===== config.mk =====
export PLATFORM = sky130hd
export DESIGN_NAME = depth_fog_shader_flat
export DESIGN_NICKNAME = d
export VERILOG_FILES = /design/src/rtl/core/dfs_pkg.sv /design/src/rtl/core/dfs_pix_if.sv /design/src/rtl/core/dfs_shd_if.sv /design/src/rtl/core/dfs_geom.sv /design/src/rtl/core/dfs_atten.sv /design/src/rtl/core/dfs_scale.sv /design/src/rtl/core/depth_fog_shader.sv /design/src/flat_wrapper.sv
export VERILOG_INCLUDE_DIRS = /design/src /design/src/rtl/core
export SDC_FILE = /design/constraint.sdc
export NUM_CORES = 2
export LEC_CHECK = 0
export BUFFER_PORTS_ARGS = -buffer_cell sky130_fd_sc_hd__buf_4
export CAP_MARGIN = 20
export CORE_UTILIZATION = 62
export DETAILED_ROUTE_END_ITERATION = 8
export GPL_ROUTABILITY_DRIVEN = 0
export PLACE_DENSITY = 0.79
export REMOVE_ABC_BUFFERS = 1
export SKIP_CTS_REPAIR_TIMING = 1
export SYNTH_ARGS = -nofsm -noshare
export SYNTH_HDL_FRONTEND = slang
export SYNTH_SLANG_ARGS = --single-unit

===== constraint.sdc =====
create_clock -name clk -period 9.8 [get_ports clk]
set_clock_uncertainty 0.2 [all_clocks]
set_input_delay 0.98 -clock clk [delete_from_list [all_inputs] [get_ports clk]]
set_output_delay 0.98 -clock clk [all_outputs]
set_load 0.01 [all_outputs]

===== src/rtl/core/depth_fog_shader_macros.svh =====
// assertion helpers for the fog shader, clocked on clk, quiet while arst_n is low
`ifndef DEPTH_FOG_SHADER_MACROS_SVH
`define DEPTH_FOG_SHADER_MACROS_SVH

// consequent must hold in the same cycle as the antecedent
`define DFS_ASSERT_IMP(lbl, ante, cons) \
	lbl: assert property (@(posedge clk) disable iff (!arst_n) (ante) |-> (cons)) \
		else $error("fog shader check failed");

// consequent must hold in the cycle after the antecedent
`define DFS_ASSERT_NXT(lbl, ante, cons) \
	lbl: assert property (@(posedge clk) disable iff (!arst_n) (ante) |=> (cons)) \
		else $error("fog shader check failed");

`endif


===== src/rtl/core/dfs_pkg.sv =====
`timescale 1ns / 1ps
`default_nettype none
package dfs_pkg;

	// frame width in pixels, columns at or beyond it are clamped to the last one
	localparam int unsigned WIDTH = 160;

	localparam int DEPTH_W = 23;
	localparam int D_W     = DEPTH_W - 1;
	localparam int COLOR_W = 32;
	localparam int XY_W    = 10;
	localparam int MAG_W   = XY_W + 1;
	localparam int FOG_W   = 12;
	localparam int DITH_W  = 4;
	localparam int Q_W     = 16;
	localparam int QQ_W    = 2 * Q_W - 1;
	localparam int F_W     = 17;
	localparam int SIXF_W  = 20;
	localparam int ATT_W   = D_W + SIXF_W;
	localparam int BR_W    = 8;

	localparam logic [XY_W-1:0]  X_MAX   = XY_W'(WIDTH - 1);
	localparam logic [MAG_W-1:0] WIDTH_M = MAG_W'(WIDTH);
	localparam logic [FOG_W-1:0] FOG_RESET = FOG_W'(255);

	// |2x - W| * 2^16 / (2W) as a multiply by a rounded-up reciprocal, exact for
	// numerators below 2^26 and divisors up to 2048
	localparam int RECIP_SHIFT = 37;
	localparam int Q_SHIFT     = RECIP_SHIFT - 16;
	localparam int RECIP_W     = 33;
	localparam longint unsigned RECIP_L =
		((64'd1 << RECIP_SHIFT) + 64'(2 * WIDTH) - 64'd1) / 64'(2 * WIDTH);
	localparam logic [RECIP_W-1:0] RECIP = RECIP_W'(RECIP_L);

	typedef struct packed {
		logic [DEPTH_W-1:0] depth;
		logic [COLOR_W-1:0] pixel_color;
		logic [XY_W-1:0]    pixel_x;
		logic [XY_W-1:0]    pixel_y;
	} pix_t;

	typedef struct packed {
		logic               sky;
		logic [COLOR_W-1:0] color;
		logic [D_W-1:0]     depth;
		logic [DITH_W-1:0]  dither;
		logic [QQ_W-1:0]    qq;
	} geom_t;

	typedef struct packed {
		logic               sky;
		logic [COLOR_W-1:0] color;
		logic [BR_W-1:0]    br;
	} bright_t;

	typedef struct packed {
		logic [COLOR_W-1:0] shaded_color;
		logic               is_sky;
	} shade_t;

endpackage
`default_nettype wire


===== src/rtl/core/dfs_pix_if.sv =====
`timescale 1ns / 1ps
`default_nettype none
interface dfs_pix_if;
	import dfs_pkg::*;

	logic                valid;
	logic                ready;
	logic [DEPTH_W-1:0]  depth;
	logic [COLOR_W-1:0]  pixel_color;
	logic [XY_W-1:0]     pixel_x;
	logic [XY_W-1:0]     pixel_y;

	modport source (output valid, output depth, output pixel_color, output pixel_x,
		output pixel_y, input ready);
	modport sink (input valid, input depth, input pixel_color, input pixel_x,
		input pixel_y, output ready);
endinterface
`default_nettype wire


===== src/rtl/core/dfs_shd_if.sv =====
`timescale 1ns / 1ps
`default_nettype none
interface dfs_shd_if;
	import dfs_pkg::*;

	logic                valid;
	logic                ready;
	logic [COLOR_W-1:0]  shaded_color;
	logic                is_sky;

	modport source (output valid, output shaded_color, output is_sky, input ready);
	modport sink (input valid, input shaded_color, input is_sky, output ready);
endinterface
`default_nettype wire


===== src/rtl/core/dfs_geom.sv =====
`timescale 1ns / 1ps
`default_nettype none
module dfs_geom (
	input  wire logic           clk,
	input  wire logic           arst_n,
	input  wire logic           in_valid,
	output logic                in_ready,
	input  wire dfs_pkg::pix_t  in_pix,
	output logic                out_valid,
	input  wire logic           out_ready,
	output dfs_pkg::geom_t      out_geom
);
	import dfs_pkg::*;

	logic                v_s1, v_s2, v_s3;
	logic                en_s1, en_s2, en_s3;
	logic                sky_s1, sky_s2, sky_s3;
	logic [COLOR_W-1:0]  color_s1, color_s2, color_s3;
	logic [D_W-1:0]      depth_s1, depth_s2, depth_s3;
	logic [DITH_W-1:0]   dither_s1, dither_s2, dither_s3;
	logic [MAG_W-1:0]    mag_s1;
	logic [Q_W-1:0]      q_s2;
	logic [QQ_W-1:0]     qq_s3;

	logic [XY_W-1:0]     x_clamp;
	logic [MAG_W-1:0]    twox;
	logic [MAG_W-1:0]    mag;
	logic [1:0]          dith_idx;
	logic [MAG_W+RECIP_W-1:0] q_prod;
	logic [2*Q_W-1:0]    sq_prod;

	// stage enables, a stage moves when it is empty or its successor moves
	assign en_s3    = !v_s3 || out_ready;
	assign en_s2    = !v_s2 || en_s3;
	assign en_s1    = !v_s1 || en_s2;
	assign in_ready = en_s1;

	// column clamp, distance from centre and dither index
	always_comb begin
		x_clamp  = (in_pix.pixel_x > X_MAX) ? X_MAX : in_pix.pixel_x;
		twox     = {x_clamp, 1'b0};
		mag      = (twox >= WIDTH_M) ? (twox - WIDTH_M) : (WIDTH_M - twox);
		dith_idx = x_clamp[1:0] + {in_pix.pixel_y[0], 1'b0};
	end

	// offset in q16 by reciprocal multiply, then its square
	assign q_prod  = MAG_W'(mag_s1) * RECIP;
	assign sq_prod = q_s2 * q_s2;

	// valid bits
	always_ff @(posedge clk or negedge arst_n) begin
		if (!arst_n) begin
			v_s1 <= 1'b0;
			v_s2 <= 1'b0;
			v_s3 <= 1'b0;
		end else begin
			if (en_s1) v_s1 <= in_valid;
			if (en_s2) v_s2 <= v_s1;
			if (en_s3) v_s3 <= v_s2;
		end
	end

	// payload
	always_ff @(posedge clk) begin
		if (en_s1) begin
			sky_s1    <= in_pix.depth[DEPTH_W-1];
			color_s1  <= in_pix.pixel_color;
			depth_s1  <= in_pix.depth[D_W-1:0];
			dither_s1 <= {dith_idx, 2'b00};
			mag_s1    <= mag;
		end
		if (en_s2) begin
			sky_s2    <= sky_s1;
			color_s2  <= color_s1;
			depth_s2  <= depth_s1;
			dither_s2 <= dither_s1;
			q_s2      <= q_prod[Q_SHIFT+Q_W-1:Q_SHIFT];
		end
		if (en_s3) begin
			sky_s3    <= sky_s2;
			color_s3  <= color_s2;
			depth_s3  <= depth_s2;
			dither_s3 <= dither_s2;
			qq_s3     <= sq_prod[QQ_W-1:0];
		end
	end

	assign out_valid = v_s3;
	always_comb begin
		out_geom.sky    = sky_s3;
		out_geom.color  = color_s3;
		out_geom.depth  = depth_s3;
		out_geom.dither = dither_s3;
		out_geom.qq     = qq_s3;
	end
endmodule
`default_nettype wire


===== src/rtl/core/dfs_atten.sv =====
`timescale 1ns / 1ps
`default_nettype none
module dfs_atten (
	input  wire logic                       clk,
	input  wire logic                       arst_n,
	input  wire logic [dfs_pkg::FOG_W-1:0]  fog_level,
	input  wire logic                       in_valid,
	output logic                            in_ready,
	input  wire dfs_pkg::geom_t             in_geom,
	output logic                            out_valid,
	input  wire logic                       out_ready,
	output dfs_pkg::bright_t                out_bright
);
	import dfs_pkg::*;

	localparam int S_W   = ATT_W + 1;
	localparam int FL_W  = S_W - 24;
	localparam int SUM_W = FL_W + 1;

	logic                v_s4, v_s5;
	logic                en_s4, en_s5;
	logic                sky_s4, sky_s5;
	logic [COLOR_W-1:0]  color_s4, color_s5;
	logic [DITH_W-1:0]   dither_s4;
	logic [ATT_W-1:0]    att_s4;
	logic [BR_W-1:0]     br_s5;

	logic [F_W-1:0]      factor;
	logic [SIXF_W-1:0]   six_f;
	logic [S_W-1:0]      diff;
	logic [FL_W-1:0]     fl;
	logic                round_up;
	logic [SUM_W-1:0]    sum;
	logic [BR_W-1:0]     br;

	assign en_s5    = !v_s5 || out_ready;
	assign en_s4    = !v_s4 || en_s5;
	assign in_ready = en_s4;

	// horizontal factor 1 + 2q^2 in q16, times six, times depth
	always_comb begin
		factor = F_W'(65536) + F_W'(in_geom.qq[QQ_W-1:15]);
		six_f  = (SIXF_W'(factor) << 2) + (SIXF_W'(factor) << 1);
	end

	// fog minus attenuation, truncate toward zero, add dither, floor and clamp
	always_comb begin
		diff     = S_W'({fog_level, 24'd0}) - S_W'(att_s4);
		fl       = diff[S_W-1:24];
		round_up = diff[S_W-1] && (|diff[23:0]);
		sum      = {fl[FL_W-1], fl} + SUM_W'(round_up) + SUM_W'(dither_s4);
		if (sum[SUM_W-1]) begin
			br = '0;
		end else if (|sum[SUM_W-2:BR_W]) begin
			br = BR_W'(255);
		end else begin
			br = {sum[BR_W-1:4], 4'd0};
		end
	end

	always_ff @(posedge clk or negedge arst_n) begin
		if (!arst_n) begin
			v_s4 <= 1'b0;
			v_s5 <= 1'b0;
		end else begin
			if (en_s4) v_s4 <= in_valid;
			if (en_s5) v_s5 <= v_s4;
		end
	end

	always_ff @(posedge clk) begin
		if (en_s4) begin
			sky_s4    <= in_geom.sky;
			color_s4  <= in_geom.color;
			dither_s4 <= in_geom.dither;
			att_s4    <= in_geom.depth * six_f;
		end
		if (en_s5) begin
			sky_s5   <= sky_s4;
			color_s5 <= color_s4;
			br_s5    <= br;
		end
	end

	assign out_valid = v_s5;
	always_comb begin
		out_bright.sky   = sky_s5;
		out_bright.color = color_s5;
		out_bright.br    = br_s5;
	end
endmodule
`default_nettype wire


===== src/rtl/core/dfs_scale.sv =====
`timescale 1ns / 1ps
`default_nettype none
module dfs_scale (
	input  wire logic              clk,
	input  wire logic              arst_n,
	input  wire logic              in_valid,
	output logic                   in_ready,
	input  wire dfs_pkg::bright_t  in_bright,
	output logic                   out_valid,
	input  wire logic              out_ready,
	output dfs_pkg::shade_t        out_shade
);
	import dfs_pkg::*;

	localparam int P_W = 2 * BR_W;

	logic                v_s6, v_s7;
	logic                en_s6, en_s7;
	logic                sky_s6;
	logic [COLOR_W-1:0]  color_s6;
	logic [P_W-1:0]      pr_s6, pg_s6, pb_s6;
	shade_t              shade_s7;

	// floor(p / 255) for p up to 255 * 255
	function automatic logic [BR_W-1:0] div255(input logic [P_W-1:0] p);
		logic [P_W:0] t;
		t = (P_W+1)'(p) + (P_W+1)'(p >> 8) + (P_W+1)'(1);
		return t[P_W-1:BR_W];
	endfunction

	assign en_s7    = !v_s7 || out_ready;
	assign en_s6    = !v_s6 || en_s7;
	assign in_ready = en_s6;

	always_ff @(posedge clk or negedge arst_n) begin
		if (!arst_n) begin
			v_s6 <= 1'b0;
			v_s7 <= 1'b0;
		end else begin
			if (en_s6) v_s6 <= in_valid;
			if (en_s7) v_s7 <= v_s6;
		end
	end

	// channel products, then divide and pack with alpha cleared; sky pixels keep their colour
	always_ff @(posedge clk) begin
		if (en_s6) begin
			sky_s6   <= in_bright.sky;
			color_s6 <= in_bright.color;
			pr_s6    <= in_bright.color[23:16] * in_bright.br;
			pg_s6    <= in_bright.color[15:8] * in_bright.br;
			pb_s6    <= in_bright.color[7:0] * in_bright.br;
		end
		if (en_s7) begin
			shade_s7.is_sky <= sky_s6;
			if (sky_s6) begin
				shade_s7.shaded_color <= color_s6;
			end else begin
				shade_s7.shaded_color <= {8'h00, div255(pr_s6), div255(pg_s6),
					div255(pb_s6)};
			end
		end
	end

	assign out_valid = v_s7;
	assign out_shade = shade_s7;
endmodule
`default_nettype wire


===== src/rtl/core/depth_fog_shader.sv =====
// depth fog shader: distance fog with ordered dither, one pixel per beat
// throughput: one pixel per cycle; each pipeline stage stalls only when full
//   and its successor is stalled
// reset: arst_n clears all valid bits at once and sets fog_level to 255
`timescale 1ns / 1ps
`default_nettype none
`include "depth_fog_shader_macros.svh"
module depth_fog_shader (
	input  wire logic                       clk,
	input  wire logic                       arst_n,
	dfs_pix_if.sink                         pixel,
	dfs_shd_if.source                       shade,
	input  wire logic                       cfg_we,
	input  wire logic [dfs_pkg::FOG_W-1:0]  cfg_wdata
);
	import dfs_pkg::*;

	logic [FOG_W-1:0]  fog_q;
	pix_t              pix;
	logic              geom_valid, geom_ready;
	geom_t             geom;
	logic              bright_valid, bright_ready;
	bright_t           bright;
	shade_t            shd;

	// fog level register
	always_ff @(posedge clk or negedge arst_n) begin
		if (!arst_n) begin
			fog_q <= FOG_RESET;
		end else if (cfg_we) begin
			fog_q <= cfg_wdata;
		end
	end

	always_comb begin
		pix.depth       = pixel.depth;
		pix.pixel_color = pixel.pixel_color;
		pix.pixel_x     = pixel.pixel_x;
		pix.pixel_y     = pixel.pixel_y;
	end

	// stages 1 to 3: column geometry and squared horizontal offset
	dfs_geom u_geom (
		.clk       (clk),
		.arst_n    (arst_n),
		.in_valid  (pixel.valid),
		.in_ready  (pixel.ready),
		.in_pix    (pix),
		.out_valid (geom_valid),
		.out_ready (geom_ready),
		.out_geom  (geom)
	);

	// stages 4 and 5: attenuation and brightness
	dfs_atten u_atten (
		.clk        (clk),
		.arst_n     (arst_n),
		.fog_level  (fog_q),
		.in_valid   (geom_valid),
		.in_ready   (geom_ready),
		.in_geom    (geom),
		.out_valid  (bright_valid),
		.out_ready  (bright_ready),
		.out_bright (bright)
	);

	// stages 6 and 7: channel scaling and output register
	dfs_scale u_scale (
		.clk       (clk),
		.arst_n    (arst_n),
		.in_valid  (bright_valid),
		.in_ready  (bright_ready),
		.in_bright (bright),
		.out_valid (shade.valid),
		.out_ready (shade.ready),
		.out_shade (shd)
	);

	assign shade.shaded_color = shd.shaded_color;
	assign shade.is_sky       = shd.is_sky;

	// a ready sink downstream lets every stage move, so input is never held off
	`DFS_ASSERT_IMP(a_ready_through, shade.ready, pixel.ready)
	// fogged pixels always leave with alpha cleared
	`DFS_ASSERT_IMP(a_alpha_clear, shade.valid && !shade.is_sky,
		shade.shaded_color[31:24] == 8'h00)
	// a register write lands in the next cycle
	`DFS_ASSERT_NXT(a_fog_write, cfg_we, fog_q == $past(cfg_wdata))
endmodule
`default_nettype wire

===== src/flat_wrapper.sv =====
// flat-port wrapper written by rule: the top's interface ports become plain ports
module depth_fog_shader_flat import dfs_pkg::*;
  (clk, arst_n, cfg_we, cfg_wdata, pixel_valid, pixel_depth, pixel_pixel_color, pixel_pixel_x, pixel_pixel_y, pixel_ready, shade_valid, shade_shaded_color, shade_is_sky, shade_ready);
  dfs_pix_if pixel_i ();
  dfs_shd_if shade_i ();
  input  wire logic clk;
  input  wire logic arst_n;
  input  wire logic cfg_we;
  input  wire logic [dfs_pkg::FOG_W-1:0] cfg_wdata;
  input wire logic [$bits(pixel_i.valid)-1:0] pixel_valid;
  input wire logic [$bits(pixel_i.depth)-1:0] pixel_depth;
  input wire logic [$bits(pixel_i.pixel_color)-1:0] pixel_pixel_color;
  input wire logic [$bits(pixel_i.pixel_x)-1:0] pixel_pixel_x;
  input wire logic [$bits(pixel_i.pixel_y)-1:0] pixel_pixel_y;
  output wire logic [$bits(pixel_i.ready)-1:0] pixel_ready;
  output wire logic [$bits(shade_i.valid)-1:0] shade_valid;
  output wire logic [$bits(shade_i.shaded_color)-1:0] shade_shaded_color;
  output wire logic [$bits(shade_i.is_sky)-1:0] shade_is_sky;
  input wire logic [$bits(shade_i.ready)-1:0] shade_ready;
  assign pixel_i.valid = pixel_valid;
  assign pixel_i.depth = pixel_depth;
  assign pixel_i.pixel_color = pixel_pixel_color;
  assign pixel_i.pixel_x = pixel_pixel_x;
  assign pixel_i.pixel_y = pixel_pixel_y;
  assign pixel_ready = pixel_i.ready;
  assign shade_valid = shade_i.valid;
  assign shade_shaded_color = shade_i.shaded_color;
  assign shade_is_sky = shade_i.is_sky;
  assign shade_i.ready = shade_ready;
  depth_fog_shader u_core (.clk(clk), .arst_n(arst_n), .pixel(pixel_i), .shade(shade_i), .cfg_we(cfg_we), .cfg_wdata(cfg_wdata));
endmodule

; Yosys cells after proc, flatten, opt, wreduce, memory -nomap -nowiden
; Index checks and enable logic that the tools add are counted.
; Widths: inputs -> output; s select.
[classes]
n_addsub = 14
multipliers = 6
magnitude_cmp = 2
mux = 4
n_reduce_logical = 17
[op_table]
columns = operator, n
row1 = $add 16x1->16 const B, 3
row2 = $add 16x8->16, 3
row3 = $mul 8x8->16, 3
row4 = $sub 36x42->43, 1
row5 = $mul 22x20->42, 1
row6 = $mul 11x28->36 const B, 1
row7 = $mul 16x16->31, 1
row8 = $mux 24, 1
row9 = $reduce_or 24->1, 1
row10 = $add 19x18->20, 1
row11 = $add 19x2->20, 1
row12 = $add 20x4->20, 1
row13 = $add 17x16->17 const A, 1
row14 = $ge 11x8->1 const B, 1
row15 = $mux 11, 1
row16 = $reduce_or 11->1, 1
row17 = $sub 11x8->11 const B, 1
row18 = $sub 8x11->11 const A, 1
row19 = $gt 10x8->1 const B, 1
row20 = $mux 10, 1
row21 = $mux 8, 1
row22 = $logic_not 1->1, 7
row23 = $logic_or 1x1->1, 7
row24 = $add 2x2->2, 1
row25 = $logic_and 1x1->1, 1
[word_totals]
ff_bits = 480
in_bits = 92
output_inout_bits = 35

; Longest topological paths before layout
[depth]
word_depth = 8
ltp_mapped = 38
mapped_depth_nobuf = 37

; Cells and area by module
; From an unflattened synthesis, not the netlist that was laid out.
[unflattened]
cells_unflattened = 4484
area_unflattened_um2 = 47987.3
[modules_own_cells]
columns = mod, instances, cells_per_inst, area_each_um2
row1 = dfs_atten, 1, 2057, 19862.8
row2 = dfs_geom, 1, 1363, 16654.7
row3 = dfs_scale, 1, 1039, 10975.5
row4 = depth_fog_shader, 1, 25, 494.2

; Least setup slack after synthesis
; OpenSTA, ideal clock, no wires.
[synth_path]
path_type = register to register
start = register u_core.u_geom.qq_s3[16]
end = register u_core.u_atten.att_s4[40] (data pin)
t_arrival_ns = 8.407
setup_slack_ns = 0.935
stages_incl_launch_ff = 36
path_buffers = 1
period_less_slack_ns = 8.865
cell_sequence = edfxtp_1 > ha_1 > fa_1 > a21o_1 > a21oi_1 > o21bai_1 > a21oi_1 > o21bai_1 > a21oi_1 > o211ai_1 > a31oi_1 > o21ai_0 > a211oi_1 > clkbuf_1 > and2_1 > fa_1 > fa_1 > fa_1 > fa_1 > fa_1 > inv_1 > fa_1 > inv_1 > ha_1 > ha_1 > a21oi_1 > o21ai_0 > a21oi_1 > o221ai_1 > a211o_1 > nand2_1 > o21ai_0 > o221a_2 > a21o_1 > a21oi_1 > xnor2_1
[synth_between]
elab_chain_cells = 3
[synth_lines]
columns = item, line
row1 = start: declaration, dfs_geom.sv:23  ; logic [QQ_W-1:0] qq_s3;
row2 = start signal: assignment, dfs_geom.sv:84  ; qq_s3 <= sq_prod[QQ_W-1:0];
row3 = $add 17x16->17, dfs_atten.sv:42  ; factor = F_W'(65536) + F_W'(in_geom.qq[QQ_W-1:15]);
row4 = $add 19x18->20, dfs_atten.sv:43  ; six_f = (SIXF_W'(factor) << 2) + (SIXF_W'(factor) << 1);
row5 = $mul 22x20->42, dfs_atten.sv:76  ; att_s4 <= in_geom.depth * six_f;
row6 = end signal: assignment, dfs_atten.sv:76
row7 = end: declaration, dfs_atten.sv:25  ; logic [ATT_W-1:0] att_s4;
; Every way passes these cells.
; A chain may end at the register's enable or synchronous reset.

; Worst setup path after layout
; Same ends and word-level chain as after synthesis.

==> flow_summary.html <==
<table>
<tr><th>Metric</th><th>Value</th></tr>
<tr><th colspan="2">Run status</th></tr>
<tr><td>Result of the run</td><td>finished clean</td></tr>
<tr><th colspan="2">Synth</th></tr>
<tr><td>Post-Syn Instances</td><td>between 4k and 5k</td></tr>
<tr><td>Leading register cell type out of synthesis</td><td>sky130_fd_sc_hd__edfxtp_1</td></tr>
<tr><td>Warning count from the yosys run</td><td>0</td></tr>
<tr><td>Share of flip-flops with an asynchronous set or reset after synthesis</td><td>4.14%</td></tr>
<tr><td>Number of register bits inferred by synthesis</td><td>about 460</td></tr>
<tr><td>Synth unique cells</td><td>82</td></tr>
<tr><td>Post-synthesis area per instance</td><td>10.9 µm²</td></tr>
<tr><td>Post-synthesis cell type with the largest combined area</td><td>sky130_fd_sc_hd__edfxtp_1</td></tr>
<tr><td>Fraction of the yosys area taken by sequential cells</td><td>30.2%</td></tr>
<tr><td>Number of flops mapped to enable cells by yosys</td><td>440</td></tr>
<tr><td>Synthesized area</td><td>45300 µm²</td></tr>
<tr><td>Top cell type's share of synthesized area</td><td>between 20% and 30%</td></tr>
<tr><td>Top area cells in the synthesized netlist</td><td>sky130_fd_sc_hd__edfxtp_1 29%, sky130_fd_sc_hd__fa_1 28%, sky130_fd_sc_hd__ha_1 13%, sky130_fd_sc_hd__inv_1 7.2%, sky130_fd_sc_hd__nand2_1 4.0%</td></tr>
<tr><th colspan="2">Drt</th></tr>
<tr><td>DR DRC count</td><td>0</td></tr>
<tr><td>Router iterations before antenna repair</td><td>5</td></tr>
<tr><td>Drt initial violations</td><td>1677</td></tr>
<tr><td>Vias/cell</td><td>5.52</td></tr>
<tr><td>Number of nets with antenna violations after routing</td><td>0</td></tr>
<tr><td>Routed wire length on met3</td><td>5690 µm</td></tr>
<tr><td>Routed wire length</td><td>90700 µm</td></tr>
<tr><td>Wirelength per Cell</td><td>17.3 µm</td></tr>
<tr><td>Top layer in use</td><td>met4</td></tr>
<tr><td>Met2 wire len</td><td>46100 µm</td></tr>
<tr><td>Vias after detailed routing</td><td>28.9k</td></tr>
<tr><td>Metal1 wirelength</td><td>between 30000 and 40000 µm</td></tr>
<tr><th colspan="2">STA</th></tr>
<tr><td>Time the final worst path needs with I/O delays and setup</td><td>approximately 9 ns</td></tr>
<tr><td>Final hold vios</td><td>0</td></tr>
<tr><td>Final setup TNS</td><td>0 ns</td></tr>
<tr><td>Slew Limit Headroom</td><td>about a quarter</td></tr>
<tr><td>Pins over their slew limit</td><td>0</td></tr>
<tr><td>Fmax</td><td>between 0.1 and 0.15 GHz</td></tr>
<tr><td>Ratio of final minimum period to clock period</td><td>94.6%</td></tr>
<tr><td>Transition time at the pin with the least slew margin</td><td>between 1 and 1.5 ns</td></tr>
<tr><td>Final setup viols</td><td>0</td></tr>
<tr><th colspan="2">Floorplan</th></tr>
<tr><td>Initial Util</td><td>63.0%</td></tr>
<tr><td>Die Footprint</td><td>74200 µm²</td></tr>
<tr><td>Number of rows created at floorplan</td><td>98</td></tr>
<tr><td>Standard cell core area</td><td>72000 µm²</td></tr>
<tr><td>I/O pin count</td><td>127</td></tr>
<tr><td>Chip Height</td><td>272 µm</td></tr>
<tr><td>Overall die width</td><td>272 µm</td></tr>
<tr><th colspan="2">Global route</th></tr>
<tr><td>First-pass GRT wire length</td><td>151000 µm</td></tr>
<tr><td>Aggregate global routing overflow</td><td>0</td></tr>
<tr><td>Total global-route track usage</td><td>25.6%</td></tr>
<tr><td>Vias in the first global route</td><td>31.2k</td></tr>
<tr><td>Pin count of the biggest net entering global routing</td><td>83</td></tr>
<tr><td>Number of antenna violations at the first check in global routing</td><td>1</td></tr>
<tr><th colspan="2">Hold path</th></tr>
<tr><td>Worst min path class</td><td>input pin to async pin</td></tr>
<tr><th colspan="2">Clock network</th></tr>
<tr><td>Clock slew at reported path FFs</td><td>0.07 ns</td></tr>
<tr><td>Number of buffers added by the clock tree synthesis step</td><td>between 40 and 50</td></tr>
<tr><td>Root buffer cell</td><td>sky130_fd_sc_hd__clkbuf_16</td></tr>
<tr><td>Buffer depth of the longest clock path</td><td>3</td></tr>
<tr><td>Clock sink count</td><td>459</td></tr>
<tr><td>H-Tree Depth</td><td>2</td></tr>
<tr><td>Clock insertion delay at the later pin of the skew report</td><td>0.61 ns</td></tr>
<tr><td>CTS tree</td><td>done</td></tr>
<tr><th colspan="2">Worst setup path</th></tr>
<tr><td>Max FO, Critical Path</td><td>16</td></tr>
<tr><td>Maximum single-stage delay on the critical path</td><td>0.52 ns</td></tr>
<tr><td>Worst Setup Path Type</td><td>register to register</td></tr>
<tr><td>Cell occurring most often along the worst timing path</td><td>sky130_fd_sc_hd__fa_1</td></tr>
<tr><td>Startpoint type of the worst setup path</td><td>register</td></tr>
<tr><td>Worst path arrival time</td><td>9.44 ns</td></tr>
<tr><td>Setup slack of the worst register-to-register path</td><td>0.53 ns</td></tr>
<tr><td>Slowest stage cell on the critical path</td><td>sky130_fd_sc_hd__fa_1</td></tr>
<tr><td>Reg-to-reg critical path endpoint</td><td>u_core.u_atten.att_s4[40]</td></tr>
<tr><td>Cell depth of the worst flop-to-flop path</td><td>33</td></tr>
<tr><td>Worst flop-to-flop path startpoint</td><td>u_core.u_geom.qq_s3[16]</td></tr>
<tr><td>Required time of the critical path</td><td>around 10 ns</td></tr>
<tr><td>Sort of element at the end of the critical path</td><td>register</td></tr>
<tr><th colspan="2">Layout</th></tr>
<tr><td>Final #Nets</td><td>5461</td></tr>
<tr><td>Post-Route Utilization</td><td>68.2%</td></tr>
<tr><td>P&amp;R area growth vs syn</td><td>8.24%</td></tr>
<tr><td>Layout cell share with drive strength beyond 1</td><td>7.15%</td></tr>
<tr><td>Antenna Diode Count</td><td>0</td></tr>
<tr><td>Fin cells</td><td>5232</td></tr>
<tr><td>Final standard cell area without fillers</td><td>between 40000 and 50000 µm²</td></tr>
<tr><th colspan="2">Place</th></tr>
<tr><td># port buffers</td><td>117</td></tr>
<tr><td>Placed wire-length estimate</td><td>~72000 µm</td></tr>
<tr><td>Post-Place Cells</td><td>5140</td></tr>
<tr><td>Post-detailed-placement cell area</td><td>47300 µm²</td></tr>
<tr><th colspan="2">Run</th></tr>
<tr><td>Max cap viols</td><td>0</td></tr>
</table>
[per-layer routing]
metal / up-vias / global-route usage [%]
li1: 13383 / -
met1: 14439 / 32.4
met2: 887 / 45.6
met3: 181 / 4.13
met4: 0 / 6.95
met5: - / 0
[area by class of cell]
| type | instances | area (µm²) |
|---|---|---|
| tap | 950 | 1190 |
| timing repair buffer | 155 | 1220 |
| inverter | 864 | 3240 |
| fill | 5155 | 22900 |
| clock buffer | 54 | 1240 |
| sequential | 459 | 13700 |
| multi-input combinational | 2717 | 28100 |
| clock inverter | 33 | 409 |
[cells by family after synthesis]
| kind of cell | count (synthesis) | share of synthesized area, % |
|---|---|---|
| buf+inv | 980 | 8.13 |
| mux | 20 | 0.483 |
| simple gates | 1023 | 10.9 |
| compound gates | 394 | 5.60 |
| xor+xnor | 156 | 3.05 |
| fa+ha+maj | 1124 | 41.6 |
| flops | 459 | 30.2 |
[flip-flops by register name (all words and copies together) (netlist names), 32 cells and up]
| register | cells |
|---|---|
| u_core.u_geom.color_s2 | 32 |
| u_core.u_scale.color_s6 | 32 |
| u_core.u_atten.color_s4 | 32 |
| u_core.u_atten.color_s5 | 32 |
| u_core.u_scale.out_shade | 33 |
| u_core.u_geom.color_s3 | 32 |
| u_core.u_atten.att_s4 | 41 |
| u_core.u_geom.color_s1 | 32 |
[critical path: cells and delay by family (launching register included)]
family                   cells  cell delay [ns]
adder cells (fa/ha/maj)      9             3.77
AO/OA/AOI/OAI               18             3.75
AND/OR/NAND/NOR              3             0.66
flip-flops                   1             0.45
buffers and inverters        2             0.09
XOR/XNOR                     1             0.08
[synthesized netlist by cell type (all sizes together) (15+ instances only)]
cell    instances
a21boi         24
nor3           29
nor2b          17
clkbuf        114
a21oi          94
nand2         489
o21ai         103
mux2           15
a21o           47
a211oi         16
o21bai         15
and2          251
nand2b         24
xor2           41
nand3          30
nor2          104
inv           864
o21a           32
fa            642
ha            481
edfxtp        440
xnor2         115
[placed cells by master (no fill, tap or decap), types with 13 or more instances in the layout]
cell type and n:
sky130_fd_sc_hd__a211oi_1 13, sky130_fd_sc_hd__a21boi_0 23, sky130_fd_sc_hd__a21o_1 47, sky130_fd_sc_hd__a21oi_1 90, sky130_fd_sc_hd__and2_1 250, sky130_fd_sc_hd__buf_4 149, sky130_fd_sc_hd__clkbuf_16 49, sky130_fd_sc_hd__edfxtp_1 440
sky130_fd_sc_hd__fa_1 642, sky130_fd_sc_hd__ha_1 481, sky130_fd_sc_hd__inv_1 863, sky130_fd_sc_hd__mux2_2 15, sky130_fd_sc_hd__nand2_1 487, sky130_fd_sc_hd__nand2b_1 24, sky130_fd_sc_hd__nand3_1 28, sky130_fd_sc_hd__nor2_1 103
sky130_fd_sc_hd__nor2b_1 17, sky130_fd_sc_hd__nor3_1 26, sky130_fd_sc_hd__o21a_1 32, sky130_fd_sc_hd__o21ai_0 99, sky130_fd_sc_hd__o21bai_1 13, sky130_fd_sc_hd__or3_1 13, sky130_fd_sc_hd__xnor2_1 110, sky130_fd_sc_hd__xor2_1 40
[worst max-delay path by stage]
stage,from,to,cells past startpoint
final,u_core.u_geom.qq_s3[16],u_core.u_atten.att_s4[40],33
after CTS,u_core.u_geom.qq_s3[16],u_core.u_atten.att_s4[41],35
after global placement,u_core.u_geom.qq_s3[16],u_core.u_atten.att_s4[41],35
after floorplan,u_core.u_geom.qq_s3[15],u_core.u_atten.att_s4[40],34
after detailed placement,u_core.u_geom.qq_s3[16],u_core.u_atten.att_s4[41],35
after global routing,u_core.u_geom.qq_s3[16],u_core.u_atten.att_s4[40],33
[stage by stage]
step,hold slack (ns),setup WS (ns)
after global routing,0.0398,-0.00205
after global placement,0.200,0.303
after floorplan,0.200,0.233
final,0.0501,0.533
after CTS,0.0249,0.0927
after detailed placement,0.205,0.163
Power is not shown: default switching activity piles up to over one toggle a cycle in this logic, so the estimate is an artifact.
